### src/rtl/gpm_pkg.sv
// Shared types, codes and constants of the gamepad poll master.
`timescale 1ns / 1ps

package gpm_pkg;

	// Default frame length in bytes, start and poll bytes included
	localparam int FRAME_BYTES_DEF = 9;

	// Highest frame byte that the result reports
	localparam int VIEW_LAST = 8;

	localparam logic [7:0] ANALOG_RED_ID = 8'h73;

	// Register reset values
	localparam logic [9:0] HALF_BIT_RST = 10'd50;
	localparam logic [7:0] START_CMD_RST = 8'h01;
	localparam logic [7:0] POLL_CMD_RST = 8'h42;

	// Configuration register indexes
	localparam logic [1:0] CFG_HALF_BIT = 2'd0;
	localparam logic [1:0] CFG_START_CMD = 2'd1;
	localparam logic [1:0] CFG_POLL_CMD = 2'd2;

	// Action codes carried on the input beat
	localparam logic [1:0] ACT_TICK = 2'd0;
	localparam logic [1:0] ACT_POLL = 2'd1;
	localparam logic [1:0] ACT_CHECK = 2'd2;

	typedef enum logic [1:0] {
		PH_IDLE,
		PH_HIGH,
		PH_LOW,
		PH_GAP
	} phase_t;

	// Pin levels, completion flag and check-only flag of one tick
	typedef struct packed {
		logic clock_level;
		logic command_level;
		logic select_n;
		logic frame_done;
		logic check_only;
	} pins_t;

	// One result beat
	typedef struct packed {
		logic        clock_level;
		logic        command_level;
		logic        select_n;
		logic        frame_done;
		logic [7:0]  pad_id;
		logic [15:0] buttons;
		logic [4:0]  first_key;
		logic [7:0]  right_x;
		logic [7:0]  right_y;
		logic [7:0]  left_x;
		logic [7:0]  left_y;
		logic        not_analog;
	} item_t;

endpackage

### src/rtl/gpm_core.sv
// Serial sequencer: phase, bit and tick counters, receive shifter and frame store.
`timescale 1ns / 1ps

module gpm_core #(
	parameter int FRAME_BYTES = gpm_pkg::FRAME_BYTES_DEF
) (
	input  logic                 clk,
	input  logic                 arst_n,
	input  logic                 step,
	input  logic [1:0]           action,
	input  logic                 data_in,
	input  logic [9:0]           half_bit_ticks,
	input  logic [7:0]           start_command,
	input  logic [7:0]           poll_command,
	output gpm_pkg::pins_t       pins,
	output logic [7:0]           view [1:gpm_pkg::VIEW_LAST]
);

	localparam int BCW = $clog2(FRAME_BYTES);

	gpm_pkg::phase_t  phase_q, phase_d;
	logic [BCW-1:0]   byte_q, byte_d;
	logic [2:0]       bit_q, bit_d;
	logic [9:0]       tick_q, tick_d;
	logic [7:0]       shift_q, shift_d;
	logic             check_q, check_d;
	logic [7:0]       frame_q [FRAME_BYTES];
	logic [7:0]       frame_d [FRAME_BYTES];

	logic             clear;
	logic             wr_en;
	logic [BCW-1:0]   wr_idx;
	logic [7:0]       wr_byte;
	logic             done;
	logic             clk_lvl;
	logic             cmd_lvl;
	logic             run_high;
	logic             run_gap;
	logic [9:0]       half_len;
	logic [10:0]      tick_inc;
	logic [7:0]       cmd_byte;

	assign half_len = (half_bit_ticks == '0) ? 10'd1 : half_bit_ticks;

	// Advance the transaction by one tick
	always_comb begin
		phase_d  = phase_q;
		byte_d   = byte_q;
		bit_d    = bit_q;
		tick_d   = tick_q;
		shift_d  = shift_q;
		check_d  = check_q;
		clear    = 1'b0;
		wr_en    = 1'b0;
		wr_idx   = byte_q;
		wr_byte  = '0;
		run_high = 1'b0;
		run_gap  = 1'b0;
		tick_inc = '0;
		if (step) begin
			if (phase_d == gpm_pkg::PH_IDLE &&
					(action == gpm_pkg::ACT_POLL || action == gpm_pkg::ACT_CHECK)) begin
				clear   = 1'b1;
				check_d = (action == gpm_pkg::ACT_CHECK);
				byte_d  = '0;
				bit_d   = '0;
				tick_d  = '0;
				shift_d = '0;
				phase_d = gpm_pkg::PH_HIGH;
			end
			case (phase_d)
				gpm_pkg::PH_HIGH: begin
					run_high = 1'b1;
				end
				gpm_pkg::PH_LOW: begin
					if (tick_d < half_len) begin
						tick_d  = tick_d + 10'd1;
					end else begin
						// Rising edge: sample the data line
						shift_d = shift_d | (8'(data_in) << bit_d);
						if (bit_d != 3'd7) begin
							bit_d    = bit_d + 3'd1;
							phase_d  = gpm_pkg::PH_HIGH;
							tick_d   = '0;
							run_high = 1'b1;
						end else begin
							if (byte_d != '0) begin
								wr_en   = 1'b1;
								wr_byte = shift_d;
							end
							bit_d   = '0;
							shift_d = '0;
							if (byte_d < BCW'(2)) begin
								if (byte_d == BCW'(1) && check_d) begin
									phase_d = gpm_pkg::PH_IDLE;
									tick_d  = '0;
									byte_d  = '0;
								end else begin
									byte_d   = byte_d + BCW'(1);
									phase_d  = gpm_pkg::PH_HIGH;
									tick_d   = '0;
									run_high = 1'b1;
								end
							end else begin
								phase_d = gpm_pkg::PH_GAP;
								tick_d  = '0;
								run_gap = 1'b1;
							end
						end
					end
				end
				gpm_pkg::PH_GAP: begin
					run_gap = 1'b1;
				end
				default: begin
				end
			endcase
			// Count the clock-high half
			if (run_high) begin
				tick_inc = {1'b0, tick_d} + 11'd1;
				if (tick_inc >= {1'b0, half_len}) begin
					phase_d = gpm_pkg::PH_LOW;
					tick_d  = '0;
				end else begin
					tick_d = tick_inc[9:0];
				end
			end
			// Count the inter-byte gap, close the frame after the last byte
			if (run_gap) begin
				tick_inc = {1'b0, tick_d} + 11'd1;
				if (tick_inc >= {1'b0, half_len}) begin
					if ({1'b0, byte_d} + (BCW+1)'(1) >= (BCW+1)'(FRAME_BYTES)) begin
						phase_d = gpm_pkg::PH_IDLE;
						tick_d  = '0;
						byte_d  = '0;
						bit_d   = '0;
						shift_d = '0;
					end else begin
						byte_d  = byte_d + BCW'(1);
						phase_d = gpm_pkg::PH_HIGH;
						tick_d  = '0;
					end
				end else begin
					tick_d = tick_inc[9:0];
				end
			end
		end
	end

	// Drive the pins from the updated position
	assign cmd_byte = (byte_d == '0) ? start_command : poll_command;

	always_comb begin
		// clock low while a low half still counts; a frame ends on the drop back to idle
		clk_lvl = !(step && phase_q == gpm_pkg::PH_LOW && tick_q < half_len);
		done    = (phase_q != gpm_pkg::PH_IDLE) && (phase_d == gpm_pkg::PH_IDLE);
		if (phase_d == gpm_pkg::PH_IDLE) begin
			cmd_lvl = 1'b1;
		end else if (phase_d != gpm_pkg::PH_GAP && byte_d < BCW'(2)) begin
			cmd_lvl = cmd_byte[bit_d];
		end else begin
			cmd_lvl = 1'b0;
		end
	end

	assign pins.clock_level   = clk_lvl;
	assign pins.command_level = cmd_lvl;
	assign pins.select_n      = (phase_d == gpm_pkg::PH_IDLE);
	assign pins.frame_done    = done;
	assign pins.check_only    = check_d;

	// Next frame contents: cleared on a request, one byte stored per read byte after the start byte
	always_comb begin
		for (int i = 0; i < FRAME_BYTES; i++) begin
			if (clear) begin
				frame_d[i] = '0;
			end else if (wr_en && wr_idx == BCW'(i)) begin
				frame_d[i] = wr_byte;
			end else begin
				frame_d[i] = frame_q[i];
			end
		end
	end

	// Bytes past the frame read as zero
	for (genvar v = 1; v <= gpm_pkg::VIEW_LAST; v++) begin : g_view
		if (v < FRAME_BYTES) begin : g_in
			assign view[v] = frame_d[v];
		end else begin : g_out
			assign view[v] = '0;
		end
	end

	// Hold the sequencer state
	always_ff @(posedge clk or negedge arst_n) begin
		if (!arst_n) begin
			phase_q <= gpm_pkg::PH_IDLE;
			byte_q  <= '0;
			bit_q   <= '0;
			tick_q  <= '0;
			shift_q <= '0;
			check_q <= 1'b0;
		end else begin
			phase_q <= phase_d;
			byte_q  <= byte_d;
			bit_q   <= bit_d;
			tick_q  <= tick_d;
			shift_q <= shift_d;
			check_q <= check_d;
		end
	end

	// Frame store
	always_ff @(posedge clk) begin
		for (int i = 0; i < FRAME_BYTES; i++) begin
			frame_q[i] <= frame_d[i];
		end
	end

endmodule

### src/rtl/gpm_result.sv
// Result assembly: pad ID, button word, first pressed key and analog bytes.
`timescale 1ns / 1ps

module gpm_result (
	input  gpm_pkg::pins_t pins,
	input  logic [7:0]     view [1:gpm_pkg::VIEW_LAST],
	output gpm_pkg::item_t item
);

	logic [15:0] keys;
	logic [4:0]  first;
	logic        full;

	assign keys = {view[4], view[3]};
	assign full = pins.frame_done && !pins.check_only;

	// Find the lowest clear button bit
	always_comb begin
		first = '0;
		for (int i = 15; i >= 0; i--) begin
			if (!keys[i]) begin
				first = 5'(i + 1);
			end
		end
	end

	// Zero the result fields unless a frame completes; buttons, key and analog bytes also stay zero on a check-only frame
	always_comb begin
		item.clock_level   = pins.clock_level;
		item.command_level = pins.command_level;
		item.select_n      = pins.select_n;
		item.frame_done    = pins.frame_done;
		item.pad_id        = pins.frame_done ? view[1] : '0;
		item.not_analog    = pins.frame_done && (view[1] != gpm_pkg::ANALOG_RED_ID);
		item.buttons       = full ? keys : '0;
		item.first_key     = full ? first : '0;
		item.right_x       = full ? view[5] : '0;
		item.right_y       = full ? view[6] : '0;
		item.left_x        = full ? view[7] : '0;
		item.left_y        = full ? view[8] : '0;
	end

endmodule

### src/rtl/gpm_obuf.sv
// Output register with a skid stage that parks an input beat while the output is stalled.
`timescale 1ns / 1ps

module gpm_obuf (
	input  logic           clk,
	input  logic           arst_n,
	input  logic           in_valid,
	output logic           in_ready,
	input  gpm_pkg::item_t in_item,
	output logic           out_valid,
	input  logic           out_ready,
	output gpm_pkg::item_t out_item
);

	logic           out_valid_q;
	logic           skid_valid_q;
	gpm_pkg::item_t out_item_q;
	gpm_pkg::item_t skid_item_q;
	logic           take;
	logic           put;

	assign in_ready  = !skid_valid_q;
	assign out_valid = out_valid_q;
	assign out_item  = out_item_q;
	assign take      = out_valid_q && out_ready;
	assign put       = in_valid && !skid_valid_q;

	// Valid flags
	always_ff @(posedge clk or negedge arst_n) begin
		if (!arst_n) begin
			out_valid_q  <= 1'b0;
			skid_valid_q <= 1'b0;
		end else begin
			if (take) begin
				if (skid_valid_q) begin
					skid_valid_q <= 1'b0;
				end else begin
					out_valid_q <= put;
				end
			end else if (!out_valid_q) begin
				out_valid_q <= put;
			end else if (put) begin
				skid_valid_q <= 1'b1;
			end
		end
	end

	// Payload: refill the output from the skid first, park a beat when stalled
	always_ff @(posedge clk) begin
		if (take && skid_valid_q) begin
			out_item_q <= skid_item_q;
		end else if ((take || !out_valid_q) && put) begin
			out_item_q <= in_item;
		end else if (out_valid_q && !take && put) begin
			skid_item_q <= in_item;
		end
	end

endmodule

### src/rtl/gamepad_poll_master.sv
// Gamepad poll master: serial poll sequencer with streaming tick input and result output.
// A tick beat's result is registered in the output register, or in the skid when stalled.
// Throughput: one beat per cycle if the skid is free; each steps the sequencer by one tick.
// A two-entry output buffer (register plus skid) absorbs output stalls without losing beats.
// Reset: asynchronous, active low; sequencer idles (select high, clock high) and registers
// return to 50 ticks per half bit, start byte 0x01, poll byte 0x42.
`timescale 1ns / 1ps

module gamepad_poll_master #(
	parameter int FRAME_BYTES = gpm_pkg::FRAME_BYTES_DEF
) (
	input  logic        clk,
	input  logic        arst_n,
	// Tick beats
	input  logic        s_tvalid,
	output logic        s_tready,
	input  logic [7:0]  s_tdata,   // [0] data_in, [7:1] zero
	input  logic [1:0]  s_tuser,   // [1:0] action
	// Result beats
	output logic        m_tvalid,
	input  logic        m_tready,
	output logic [71:0] m_tdata,   // [0] clock_level, [1] command_level, [2] select_n,
	                               // [10:3] pad_id, [26:11] buttons, [31:27] first_key,
	                               // [39:32] right_x, [47:40] right_y, [55:48] left_x,
	                               // [63:56] left_y, [64] not_analog, [71:65] zero
	output logic        m_tlast,   // frame_done
	// Configuration writes
	input  logic        cfg_we,
	input  logic [1:0]  cfg_index,
	input  logic [9:0]  cfg_wdata
);

	logic [9:0]     half_bit_q;
	logic [7:0]     start_cmd_q;
	logic [7:0]     poll_cmd_q;
	logic           step;
	gpm_pkg::pins_t pins;
	logic [7:0]     view [1:gpm_pkg::VIEW_LAST];
	gpm_pkg::item_t item;
	gpm_pkg::item_t res;

	// Configuration registers
	always_ff @(posedge clk or negedge arst_n) begin
		if (!arst_n) begin
			half_bit_q  <= gpm_pkg::HALF_BIT_RST;
			start_cmd_q <= gpm_pkg::START_CMD_RST;
			poll_cmd_q  <= gpm_pkg::POLL_CMD_RST;
		end else if (cfg_we) begin
			case (cfg_index)
				gpm_pkg::CFG_HALF_BIT:  half_bit_q  <= cfg_wdata;
				gpm_pkg::CFG_START_CMD: start_cmd_q <= cfg_wdata[7:0];
				gpm_pkg::CFG_POLL_CMD:  poll_cmd_q  <= cfg_wdata[7:0];
				default: begin
				end
			endcase
		end
	end

	assign step = s_tvalid && s_tready;

	gpm_core #(
		.FRAME_BYTES(FRAME_BYTES)
	) u_core (
		.clk           (clk),
		.arst_n        (arst_n),
		.step          (step),
		.action        (s_tuser),
		.data_in       (s_tdata[0]),
		.half_bit_ticks(half_bit_q),
		.start_command (start_cmd_q),
		.poll_command  (poll_cmd_q),
		.pins          (pins),
		.view          (view)
	);

	gpm_result u_result (
		.pins(pins),
		.view(view),
		.item(item)
	);

	gpm_obuf u_obuf (
		.clk      (clk),
		.arst_n   (arst_n),
		.in_valid (step),
		.in_ready (s_tready),
		.in_item  (item),
		.out_valid(m_tvalid),
		.out_ready(m_tready),
		.out_item (res)
	);

	// Pack the result beat
	assign m_tdata = {7'd0, res.not_analog, res.left_y, res.left_x, res.right_y, res.right_x,
		res.first_key, res.buttons, res.pad_id, res.select_n, res.command_level,
		res.clock_level};
	assign m_tlast = res.frame_done;

	// A finished frame always releases select
	a_done_idle: assert property (@(posedge clk) disable iff (!arst_n)
		m_tvalid && m_tlast |-> m_tdata[2])
		else $error("frame done with select still low");

	// The serial clock only drops inside a transaction
	a_clk_sel: assert property (@(posedge clk) disable iff (!arst_n)
		m_tvalid && !m_tdata[0] |-> !m_tdata[2])
		else $error("serial clock low while deselected");

	// Input stalls only while the output holds a beat
	a_stall: assert property (@(posedge clk) disable iff (!arst_n)
		!s_tready |-> m_tvalid)
		else $error("input stalled with empty output");

	// Results are zero outside the finishing tick
	a_zero: assert property (@(posedge clk) disable iff (!arst_n)
		m_tvalid && !m_tlast |-> m_tdata[64:3] == '0)
		else $error("result fields set without frame done");

endmodule
### config.mk
export PLATFORM = sky130hd
export DESIGN_NAME = gamepad_poll_master
export DESIGN_NICKNAME = d
export VERILOG_FILES = /design/src/rtl/gpm_pkg.sv /design/src/rtl/gpm_core.sv /design/src/rtl/gpm_result.sv /design/src/rtl/gpm_obuf.sv /design/src/rtl/gamepad_poll_master.sv
export SDC_FILE = /design/constraint.sdc
export NUM_CORES = 1
export LEC_CHECK = 0
export ABC_CLOCK_PERIOD_IN_PS = 14150
export BUFFER_PORTS_ARGS = -buffer_cell sky130_fd_sc_hd__buf_4
export CAP_MARGIN = 5
export CORE_MARGIN = 2
export CORE_UTILIZATION = 33
export DETAILED_ROUTE_END_ITERATION = 8
export PLACE_DENSITY = 0.57
export SLEW_MARGIN = 20
export SYNTH_ARGS = -nofsm -noshare
export SYNTH_HDL_FRONTEND = slang
export SYNTH_SLANG_ARGS = --single-unit
### constraint.sdc
create_clock -name clk -period 14.15 [get_ports clk]
set_input_delay 2.83 -clock clk [delete_from_list [all_inputs] [get_ports clk]]
set_output_delay 2.83 -clock clk [all_outputs]
set_load 0.05 [all_outputs]
After elaboration in Yosys (flattened, before gate mapping) --
Memories as Yosys holds them, arrays and structs flattened. Index checks and enable logic that the tools add are counted.
Operators by class: shift-type cells 1, reductions and logical operators 47, bitwise operators 3, order comparisons 8, add/sub/neg operators 7, eq/ne operators 23, multiplexer cells 133
Operators with widths (number):
- 8-bit 2-to-1 mux | 37
- 66-bit 2-to-1 mux | 2
- 10-bit 2-to-1 mux | 11
- 5-bit 2-to-1 mux | 17
- 4-bit 2-to-1 mux | 12
- 1-bit 2-to-1 mux | 30
- 3-bit 2-to-1 mux | 9
- 1-bit logical AND | 24
- 10-bit by 1-bit adder with 11-bit output, second input constant | 2
- 11-bit by 10-bit greater-or-equal comparator with 1-bit output | 2
- 2-bit 2-to-1 mux | 11
- 10-bit less-than comparator | 2
- 4-bit by 3-bit equality test with 1-bit output, second input constant | 4
- 16-bit 2-to-1 mux | 1
- 10-bit by 1-bit adder with 10-bit output, second input constant | 1
- 2-bit equality test, second input constant | 5
- 10-bit logical NOT | 1
- 4-bit by 1-bit adder with 4-bit output, second input constant | 2
- 4-bit by 1-bit equality test with 1-bit output, second input constant | 2
- 4-bit by 2-bit equality test with 1-bit output, second input constant | 2
- 4-bit logical NOT | 2
- 4-bit by 2-bit less-than comparator with 1-bit output, second input constant | 2
- 2-bit != test, second input constant | 4
- 8-bit by 7-bit != test with 1-bit output, second input constant | 1
- other kinds (19) | 36
Word-level totals: RAM bits 72, flip-flop bits (word level) 188, logic and storage cells 258, input bits 27, memories kept 1
Memories:
- u_core.frame_q | depth 9, bits a word 8, rd ports 7, clocked after Yosys merged registers in 0, wr ports 9, RTL line gpm_core.sv:27 | logic [7:0] frame_q [FRAME_BYTES];

Logic depth before layout (Yosys ltp) --
Gate-level depths: netlist of run 1.
depth after elaboration 33, gate-level depth with buffers 49, gate-level depth less buffers 45

By module --
From an unflattened synthesis of run 1, not the netlist that was laid out.
Second synthesis, totals: cell total of the unflattened synthesis 1180, area, all modules 13356.6 um2
By module, submodules not included:
- gpm_core | instances 1, cells an instance 797, area an instance 6645.1 um2, sequential area each 1981.9 um2
- gpm_obuf | instances 1, cells an instance 218, area an instance 5036.1 um2, sequential area each 4013.8 um2
- gamepad_poll_master | instances 1, cells an instance 65, area an instance 1059.8 um2, sequential area each 658.1 um2
- gpm_result | instances 1, cells an instance 100, area an instance 615.6 um2, sequential area each 0.0 um2

Least setup slack after synthesis of run 1 --
Ideal clock, no wire load.
path kind input to register, start in s_tuser[0], end reg u_obuf.out_item_q (netlist bit u_obuf.out_item[64]) (data pin), data arrival time 11613 ps, setup time 263 ps, stages 47, data required time 13887 ps, path slack 2275 ps, cell sequence inv_1 > ha_1 > or3_1 > buf_6 > clkbuf_1 > clkbuf_1 > and2_1 > ha_1 > nand4_1 > nor3_1 > nor3_1 > nand2_1 > o31a_1 > inv_1 > ha_1 > nor2_1 > nand2_1 > o221ai_1 > [11 not listed] > and3_1 > nor3b_1 > nand3_1 > xnor2_1 > ha_1 > o21ai_0 > nand2b_1 > a21oi_1 > a31o_2 > buf_1 > o22ai_1 > a211oi_1 > a22o_1 > mux4_2 > o2111ai_1 > a21oi_1 > nand4_1 > a31oi_1
On the way: word-level cells in the longest chain between the ends 28
RTL lines:
- from (decl) | RTL line gamepad_poll_master.sv:18 | input logic [1:0] s_tuser,
- branches (longest 18 deep; another with 10-bit by 1-bit adder with 11-bit output)
- 4-bit 2-to-1 mux * | RTL line gpm_core.sv:129 | if (run_gap) begin
- 4-bit 2-to-1 mux * | RTL line gpm_core.sv:60 | if (step) begin
- via u_core.byte_d[0] | RTL line gpm_core.sv:22 | logic [BCW-1:0] byte_q, byte_d;
- 4-bit logical NOT | RTL line gpm_core.sv:151 | assign cmd_byte = (byte_d == '0) ? start_command : poll_command;
- 8-bit 2-to-1 mux | RTL line gpm_core.sv:151
- 1-bit binary-select mux with 3-bit select | RTL line gpm_core.sv:160 | cmd_lvl = cmd_byte[bit_d];
- 1-bit 2-to-1 mux (not written as such) | RTL line gpm_core.sv:160
- 1-bit 2-to-1 mux * | RTL line gpm_core.sv:159 | end else if (phase_d != gpm_pkg::PH_GAP && byte_d < BCW'(2)) begin
- 1-bit 2-to-1 mux * | RTL line gpm_core.sv:157 | if (phase_d == gpm_pkg::PH_IDLE) begin
- 66-bit 2-to-1 mux * | RTL line gpm_obuf.sv:52 | end else if ((take || !out_valid_q) && put) begin
- 66-bit 2-to-1 mux * | RTL line gpm_obuf.sv:50 | if (take && skid_valid_q) begin
- to (signal assigned) | RTL line gpm_obuf.sv:51 | out_item_q <= skid_item_q;
- to (signal assigned) | RTL line gpm_obuf.sv:53 | out_item_q <= in_item;
- to (decl) | RTL line gpm_obuf.sv:17 | gpm_pkg::item_t out_item_q;
Mark *: on every way through the listed nets, which the timed path passes. The select of a mux whose other input is x is not followed. A chain may end at the register's enable or synchronous reset.

Worst setup path after layout of run 1 --
Ends and elaborated chain as after synthesis.

==> results of run 1 <==
[critical path, delay by kind of cell]
| family | cells | cell delay [ps] |
|---|---|---|
| and+or+nand+nor | 16 | 3850 |
| AOI/OAI and AO/OA | 15 | 3530 |
| adders and majority gates | 5 | 1640 |
| buffers and inverters | 6 | 590 |
| xor gates and xnor gates | 1 | 270 |
| muxes | 1 | 180 |
[cells by family (layout without fill, tap and decap cells)]
kind of cell	Yosys count	count (layout)	share of synthesized area [%]
AO/OA/AOI/OAI	276	276	15.75
adder cells (fa/ha/maj)	49	49	4.840
AND/OR/NAND/NOR	405	405	15.83
buffers and inverters	108	200	3.645
multiplexers	90	90	7.457
other	1	7	0.02960
flip-flops	244	244	51.26
XOR/XNOR	17	17	1.175
[placed cells by master (no fill, tap or decap), types with 5 or more instances in the layout]
master	netlist	routed
a31oi_1	15	15
nand3_1	33	33
dfxtp_1	56	56
and3_1	8	6
xnor2_1	12	12
mux2i_1	66	66
inv_1	39	39
ha_1	49	49
nor4_1	7	7
nand2_1	87	87
xor2_1	5	5
dfrtp_1	50	50
a21boi_0	5	5
a21o_1	68	68
edfxtp_1	132	132
dfstp_2	6	6
a22oi_1	6	6
o21a_1	10	10
mux2_2	22	22
conb_1	1	7
or3_1	7	7
a21oi_1	37	36
o21ai_0	45	45
nand2b_1	8	8
o211ai_1	8	8
clkinv_2	0	6
nor3_1	66	66
clkbuf_16	0	26
o21ai_1	6	6
and2_1	21	21
nand4_1	5	5
nor2_1	117	116
o31ai_1	18	18
nand4b_1	5	5
or2_2	7	7
buf_4	9	109
nor2b_1	9	9
clkbuf_8	0	7
[registers in the layout, summed over array words and instances (netlist names)]
signal	count
u_obuf.out_valid	1
u_obuf.skid_valid_q	1
u_core.phase_q	2
start_cmd_q	8
half_bit_q	10
u_core.byte_q	4
u_core.check_q	1
u_obuf.out_item	66
u_core.tick_q	10
u_core.shift_q	8
u_core.bit_q	3
u_core.frame_q	56
poll_cmd_q	8
u_obuf.skid_item_q	66
[final cells by class]
type / count / share of cell area (%)
repair buffers: 111 / 5.859
multi-input cells: 844 / 38.98
flip-flops and latches: 244 / 43.95
clock buffers: 37 / 5.157
inverters: 41 / 1.041
clock inverters: 11 / 0.6859
well taps: 511 / 4.327
[per-layer routing]
layer	global-route usage, %	part of all wire [%]	vias to the layer above
met5	0	0	-
met4	4.088	2.0	0
met3	2.302	5.5	37
met2	24.50	44	258
met1	22.84	48	4424
li1	-	-	4547
[path summary, 6_finish.rpt]
check | from | to | slack, ps | cells after the start
max in group asynchronous | arst_n | u_obuf.out_valid | 11300 | 1
setup / recovery | s_tuser[0] | u_obuf.out_item[64] | 1650 | 44
min in group asynchronous | arst_n | u_core.tick_q[8] | 2340 | 1
hold / removal | u_core.shift_q[7] | u_core.shift_q[7] | 480 | 2
setup reg to reg | u_core.phase_q[0] | u_obuf.out_item[64] | 3740 | 41
hold reg to reg | u_core.shift_q[7] | u_core.shift_q[7] | 480 | 2
[through the flow]
stage | area [um^2] | instances | hold slack [ps]
floorplan | 12690 | 1196 | 448.4
global placement | 13890 | 1750 | 459.0
detailed placement | 13890 | 1750 | 474.4
CTS | 14750 | 1798 | 489.3
global route | 14780 | 1799 | 510.3
finish | 14780 | 1799 | 484.4
[power by group through the flow]
stage          clock (mW)  sequential, mW  combinational [mW]
2_1_floorplan           0            1.26               0.799
3_3_place_gp            0            1.04                1.41
3_5_place_dp            0            1.04                1.42
4_1_cts             0.695            1.03                1.42
5_1_grt             0.722            1.04                1.57
6_report            0.677            1.02                1.43
==> key figures, run 1 <==
Floorplanning
  – Die span in y: roughly 200 um
  – Die area: approximately 0.04 mm^2
  – IO Pins: 102
  – Site row count: 71
  – Die W: approximately 200 um
  – Core ar.: 0.03776 mm^2
  – Starting density of the core: between 30% and 40%

Clock network
  – Clock Sinks: around 240
  – Hold-fix buffers at CTS: 0
  – CTS root buffer: clkbuf_16
  – Max clock buf depth: 3
  – Clock transition at the registers of the reported paths: 60 ps
  – H-tree depth: 1
  – Skew-Pair Late Insertion Delay: ~550 ps
  – CTS tree: yes
  – CTS buffer count: 26
  – CTS-repair resized insts: 0
  – Setup bufs post-CTS: 0

Synth
  – Biggest area consumer among synthesized cells: edfxtp_1
  – Syn Area/Cell: 10.64 um^2
  – Mapped Area: 0.01267 mm^2
  – Synthesized flop and latch total: around 240
  – Top-area cell type share of the netlist area: a little under a third
  – Synth warnings: 0
  – Area contributors post-synth: edfxtp_1 (31%), dfrtp_1 (9.9%), dfxtp_1 (8.9%)
  – Cell with the most instances after synthesis: edfxtp_1
  – Top cells by count, synth: edfxtp_1 (132), nor2_1 (117), nand2_1 (87)
  – Post-synthesis sequential area ratio: around half
  – Asr flop ratio synth: 22.95%
  – Post-synth EDFFs: 132
  – Top_reg_cell synth: edfxtp_1
  – Cells after Synth: between 1,000 and 1,500
  – Synth cell types: 91

Route
  – Drt drc: 0
  – DRT antenna net count: 0
  – Drt initial violations: approximately 680
  – Aggregate routed wire length: 31,220 um
  – Vias: about 9,000
  – Initial DRT Pass Iterations: 5
  – Vias per inst: about 5
  – Drt wl/cell: between 15 and 20 um

Global routing
  – Initial antenna violation count: 0
  – Overall Global Routing Usage: between 10% and 20%
  – Largest net degree at the start of global routing: approximately 100
  – Vias in the first global route: around 8,900
  – First-pass GRT wire length: between 40,000 and 50,000 um
  – Total grt overflow: 0

Min path
  – Hold Path Class: register to register

Run
  – Max Cap Violations: 0

Timing
  – Slew margin rel.: between 20% and 30%
  – Number of setup violations in the final report: 0
  – RSZ-0062 raised after global routing: no
  – Final Cycle Share: around nine tenths
  – Hold Violations, Final: 0
  – Max Slew Vio Count: 0
  – Max Clock Skew: ~22 ps
  – Worst Slack Setup Final: roughly 1600 ps
  – Worst slew pin tran: approximately 1100 ps
  – Post-layout min period: around 13,000 ps
  – Total negative slack: 0 ps
  – Max frequency: roughly 0.08 GHz

Worst setup path
  – Kind of critical path: primary input to register
  – Critical path required time: between 10,000 and 15,000 ps
  – Crit start category: primary input
  – Critical Path End Type: register
  – CP max FO: 12
  – Max stage delay on crit path: ~580 ps
  – Slowest stage cell, crit path: or3_1
  – Worst Path Arrival: about 13,000 ps

Finish
  – Multi-input gate area: ~0.0058 mm^2
  – NumNets Final: around 1,300
  – Post-layout util: 39.14%
  – Layout cells sized above 1: ~17%
  – P&R area growth vs syn: 16.65%
  – Sequential Area: 0.006494 mm^2
  – # diodes: 0
  – Fill count: approximately 3,700

Power and ir drop
  – Net switching power: between 1 and 1.5 mW
  – Sw Ratio: 43.14%
  – Clock power share: between 20% and 30%
  – Overall power: about 3.1 mW
  – P per Cell Area: 212.1 mW/mm^2
  – Internal power: between 1.5 and 2 mW
  – Comb pwr share: 45.7%
  – Seq pwr share: 32.7%
  – Max VDD drop: 0.1133 mV
  – P_leak: approximately 6.5 nW

Placement
  – Pre-CTS WS: about 1200 ps
  – Dpl hpwl: between 20,000 and 25,000 um
  – Port bufs: 87
  – Routability cong.: about 0.92

Run status
  – Status: finished, final reports clean
Note: power is estimated with default switching activity, not from simulation.
==> inputs of run 2 (changes only) <==
--- a/config.mk
+++ b/config.mk
@@ -8,10 +8,12 @@
 export ABC_CLOCK_PERIOD_IN_PS = 14150
 export BUFFER_PORTS_ARGS = -buffer_cell sky130_fd_sc_hd__buf_4
 export CAP_MARGIN = 5
+export CELL_PAD_IN_SITES_DETAIL_PLACEMENT = 0
+export CELL_PAD_IN_SITES_GLOBAL_PLACEMENT = 2
 export CORE_MARGIN = 2
 export CORE_UTILIZATION = 33
 export DETAILED_ROUTE_END_ITERATION = 8
-export PLACE_DENSITY = 0.57
+export PLACE_DENSITY = 0.76
 export SLEW_MARGIN = 20
 export SYNTH_ARGS = -nofsm -noshare
 export SYNTH_HDL_FRONTEND = slang
==> run 2 against run 1 <==
  * Final area grew 0.69%
  * First-iteration DRC count is 21% lower
  * Utilization is 0.27 points higher
  * Worst setup slack improved by 210 ps
  * Sequential share of layout area is 0.30 points lower
  * Register-to-register slack better by 240 ps
  * Clock power shrank 0.7%
  * Final cell count is 1.1% higher
  * Highest routed layer unchanged
  * Count of clock-buffer cells in the layout fell by 6
  * Maximum frequency rose by 1.7%
  * Sequential cell count stayed put
==> key figures, run 2 (synthesized netlist as in run 1, its figures left out) <==
Run status
  – Status: finished, final reports clean

Floorplanning
  – Die W: 199.9 um (unchanged)
  – Die area: 0.03997 mm^2 (unchanged)
  – Starting density of the core: 33.55% (unchanged)
  – Die span in y: 199.9 um (unchanged)
  – Core ar.: 0.03776 mm^2 (unchanged)
  – IO Pins: 102 (unchanged)
  – Site row count: 71 (unchanged)

Min path
  – WHS Path Cells: 2 (unchanged)
  – Worst hold start: u_core.shift_q[1]
  – Hold Path End: u_core.shift_q[1]
  – Hold Path Class: register to register

Power and ir drop
  – Max VDD drop: 0.08825 mV (-22%)
  – Overall power: 3.170 mW (+1.1%)
  – P per Cell Area: 213.0 mW/mm^2 (+0.43%)
  – P_leak: 6.528 nW (+1.1%)

Worst setup path
  – Critical path required time: 14,410 ps (-130 ps)
  – Kind of critical path: primary input to register
  – Critical Path End Type: register
  – Reg-to-reg startpoint: u_core.phase_q[0]
  – Crit start category: primary input
  – Worst Path Arrival: 12,560 ps (-330 ps)
  – R2r setup slk: 3980 ps (+240 ps)
  – Max stage delay on crit path: 610 ps (+30 ps)
  – Critical path's most frequent cell: ha_1
  – Delay-heaviest family, CP: simple AND/OR/NAND/NOR gates
  – Slowest stage cell, crit path: or3_1
  – Worst Path Buf+Inv: 7 (+1)
  – Reg2reg end: u_obuf.out_item[64]
  – CP max FO: 14 (+2)
  – R2R depth: 44 (+7.3%)

Timing
  – Max frequency: 0.08132 GHz (+1.7%)
  – Total negative slack: 0 ps (unchanged)
  – Worst slew pin tran: 1055 ps (-5.993 ps)
  – Number of setup violations in the final report: 0 (unchanged)
  – Slew margin rel.: 29.40% (+0.40 points)
  – Worst Slack Setup Final: 1853 ps (+207.2 ps)
  – Hold Violations, Final: 0 (unchanged)
  – RSZ-0062 raised after global routing: no
  – Final Cycle Share: 86.91% (-1.5 points)
  – Max Clock Skew: 16.52 ps (-5.190 ps)
  – Max Slew Vio Count: 0 (unchanged)
  – Post-layout min period: 12,300 ps (-207.2 ps)

Placement
  – Port bufs: 87 (unchanged)
  – Routability cong.: 0.8546 (-7.1%)
  – Pre-CTS WS: 1299 ps (+148.5 ps)
  – Dpl hpwl: 23,350 um (+3.8%)

Finish
  – Commonest non-fill, non-tap cell in the layout: edfxtp_1
  – NumNets Final: 1,363 (+1.4%)
  – P&R area growth vs syn: 17.46%
  – Fill count: 3,757 (+2.4%)
  – Layout cells sized above 1: 18.04% (+0.88 points)
  – # diodes: 0 (unchanged)
  – Most frequent cells in the layout: edfxtp_1 (132), buf_4 (128), nor2_1 (116)

Clock network
  – Clock Sinks: 244 (unchanged)
  – Setup bufs post-CTS: 0 (unchanged)
  – CTS-repair resized insts: 0 (unchanged)
  – H-tree depth: 1 (unchanged)
  – CTS root buffer: clkbuf_16
  – Hold-fix buffers at CTS: 0 (unchanged)
  – CTS buffer count: 27 (+3.8%)
  – Skew-Pair Late Insertion Delay: 530 ps (-20 ps)
  – Clock transition at the registers of the reported paths: 60 ps (about the same)
  – Max clock buf depth: 3 (unchanged)
  – CTS tree: yes

Global routing
  – First-pass GRT wire length: 51,810 um (+4.6%)
  – Vias in the first global route: 9,117 (+2.4%)
  – Initial antenna violation count: 0 (unchanged)
  – Overall Global Routing Usage: 16.50% (+0.79 points)
  – Largest net degree at the start of global routing: 104 (unchanged)
  – Total grt overflow: 0 (unchanged)

Route
  – DRT antenna net count: 0 (unchanged)
  – Aggregate routed wire length: 32,610 um (+4.5%)
  – Drt wl/cell: 17.93 um (+3.3%)
  – Vias per inst: 5.109 (-0.81%)
  – Initial DRT Pass Iterations: 5 (unchanged)
  – Drt drc: 0 (unchanged)
  – Vias: 9,293 (+0.29%)
  – Drt initial violations: 537 (-21%)

Run
  – Max Cap Violations: 0 (unchanged)
-- run 2: cell count changes in the layout (fill, tap and decap cells not counted), sizes merged --
cell      delta
buf         +18
clkbuf       -6
clkinv       +3
clkinvlp     +2
inv          +2
bufinv       +1
-- run 2: cell type report --
class,count,area (um^2),share of cell area [%]
sequential,244,6494,43.64
clock inverter,19,160.2,1.076
timing repair buffer,129,980.9,6.593
clock buffer,31,690.7,4.642
tap,511,639.4,4.297
inverter,41,153.9,1.034
multi-input combinational,844,5761,38.71
-- run 2: power by group --
| part | leakage [nW] | internal, mW | switching [mW] |
|---|---|---|---|
| logic | 3.71 | 0.482 | 0.991 |
| clock network | 0.412 | 0.388 | 0.284 |
| registers | 2.41 | 0.924 | 0.100 |
-- run 2: worst reg2reg max path, delay by kind of cell, from the launching register on --
family | cells | cell delay [ps]
adders and majority gates | 5 | 1450
xor gates and xnor gates | 1 | 160
DFF | 1 | 600
AOI/OAI and AO/OA | 16 | 3290
and+or+nand+nor | 16 | 3590
buffers and inverters | 5 | 590
muxes | 1 | 240
-- run 2: worst max path at each step --
| stage | startpoint | to | depth (start not counted) |
|---|---|---|---|
| 5_1_grt | s_tuser[0] | u_obuf.out_item[64] | 47 |
| 3_3_place_gp | s_tuser[0] | u_obuf.out_item[64] | 47 |
| 4_1_cts | s_tuser[0] | u_obuf.out_item[64] | 47 |
| 3_5_place_dp | s_tuser[0] | u_obuf.out_item[64] | 47 |
| 6_report | s_tuser[0] | u_obuf.out_item[64] | 47 |
| 2_1_floorplan | s_tuser[0] | u_obuf.out_item[64] | 47 |
-- run 2: stage by stage --
stage / instances / util [%] / hold WS (ps) / cell area (um^2)
finish: 1819 / 39.41 / 478.2 / 14880
floorplan: 1196 / - / 448.4 / 12690
global route: 1819 / 39.41 / 505.2 / 14880
CTS: 1819 / 39.41 / 481.3 / 14880
detailed placement: 1769 / 37.16 / 469.2 / 14030
global placement: 1769 / 37.16 / 463.4 / 14030
-- run 2: routing by layer --
metal	track usage, %	wire length (um)
met1	24.55	16720
met2	25.82	14200
met3	1.865	1150
met4	3.484	544
met5	0	0
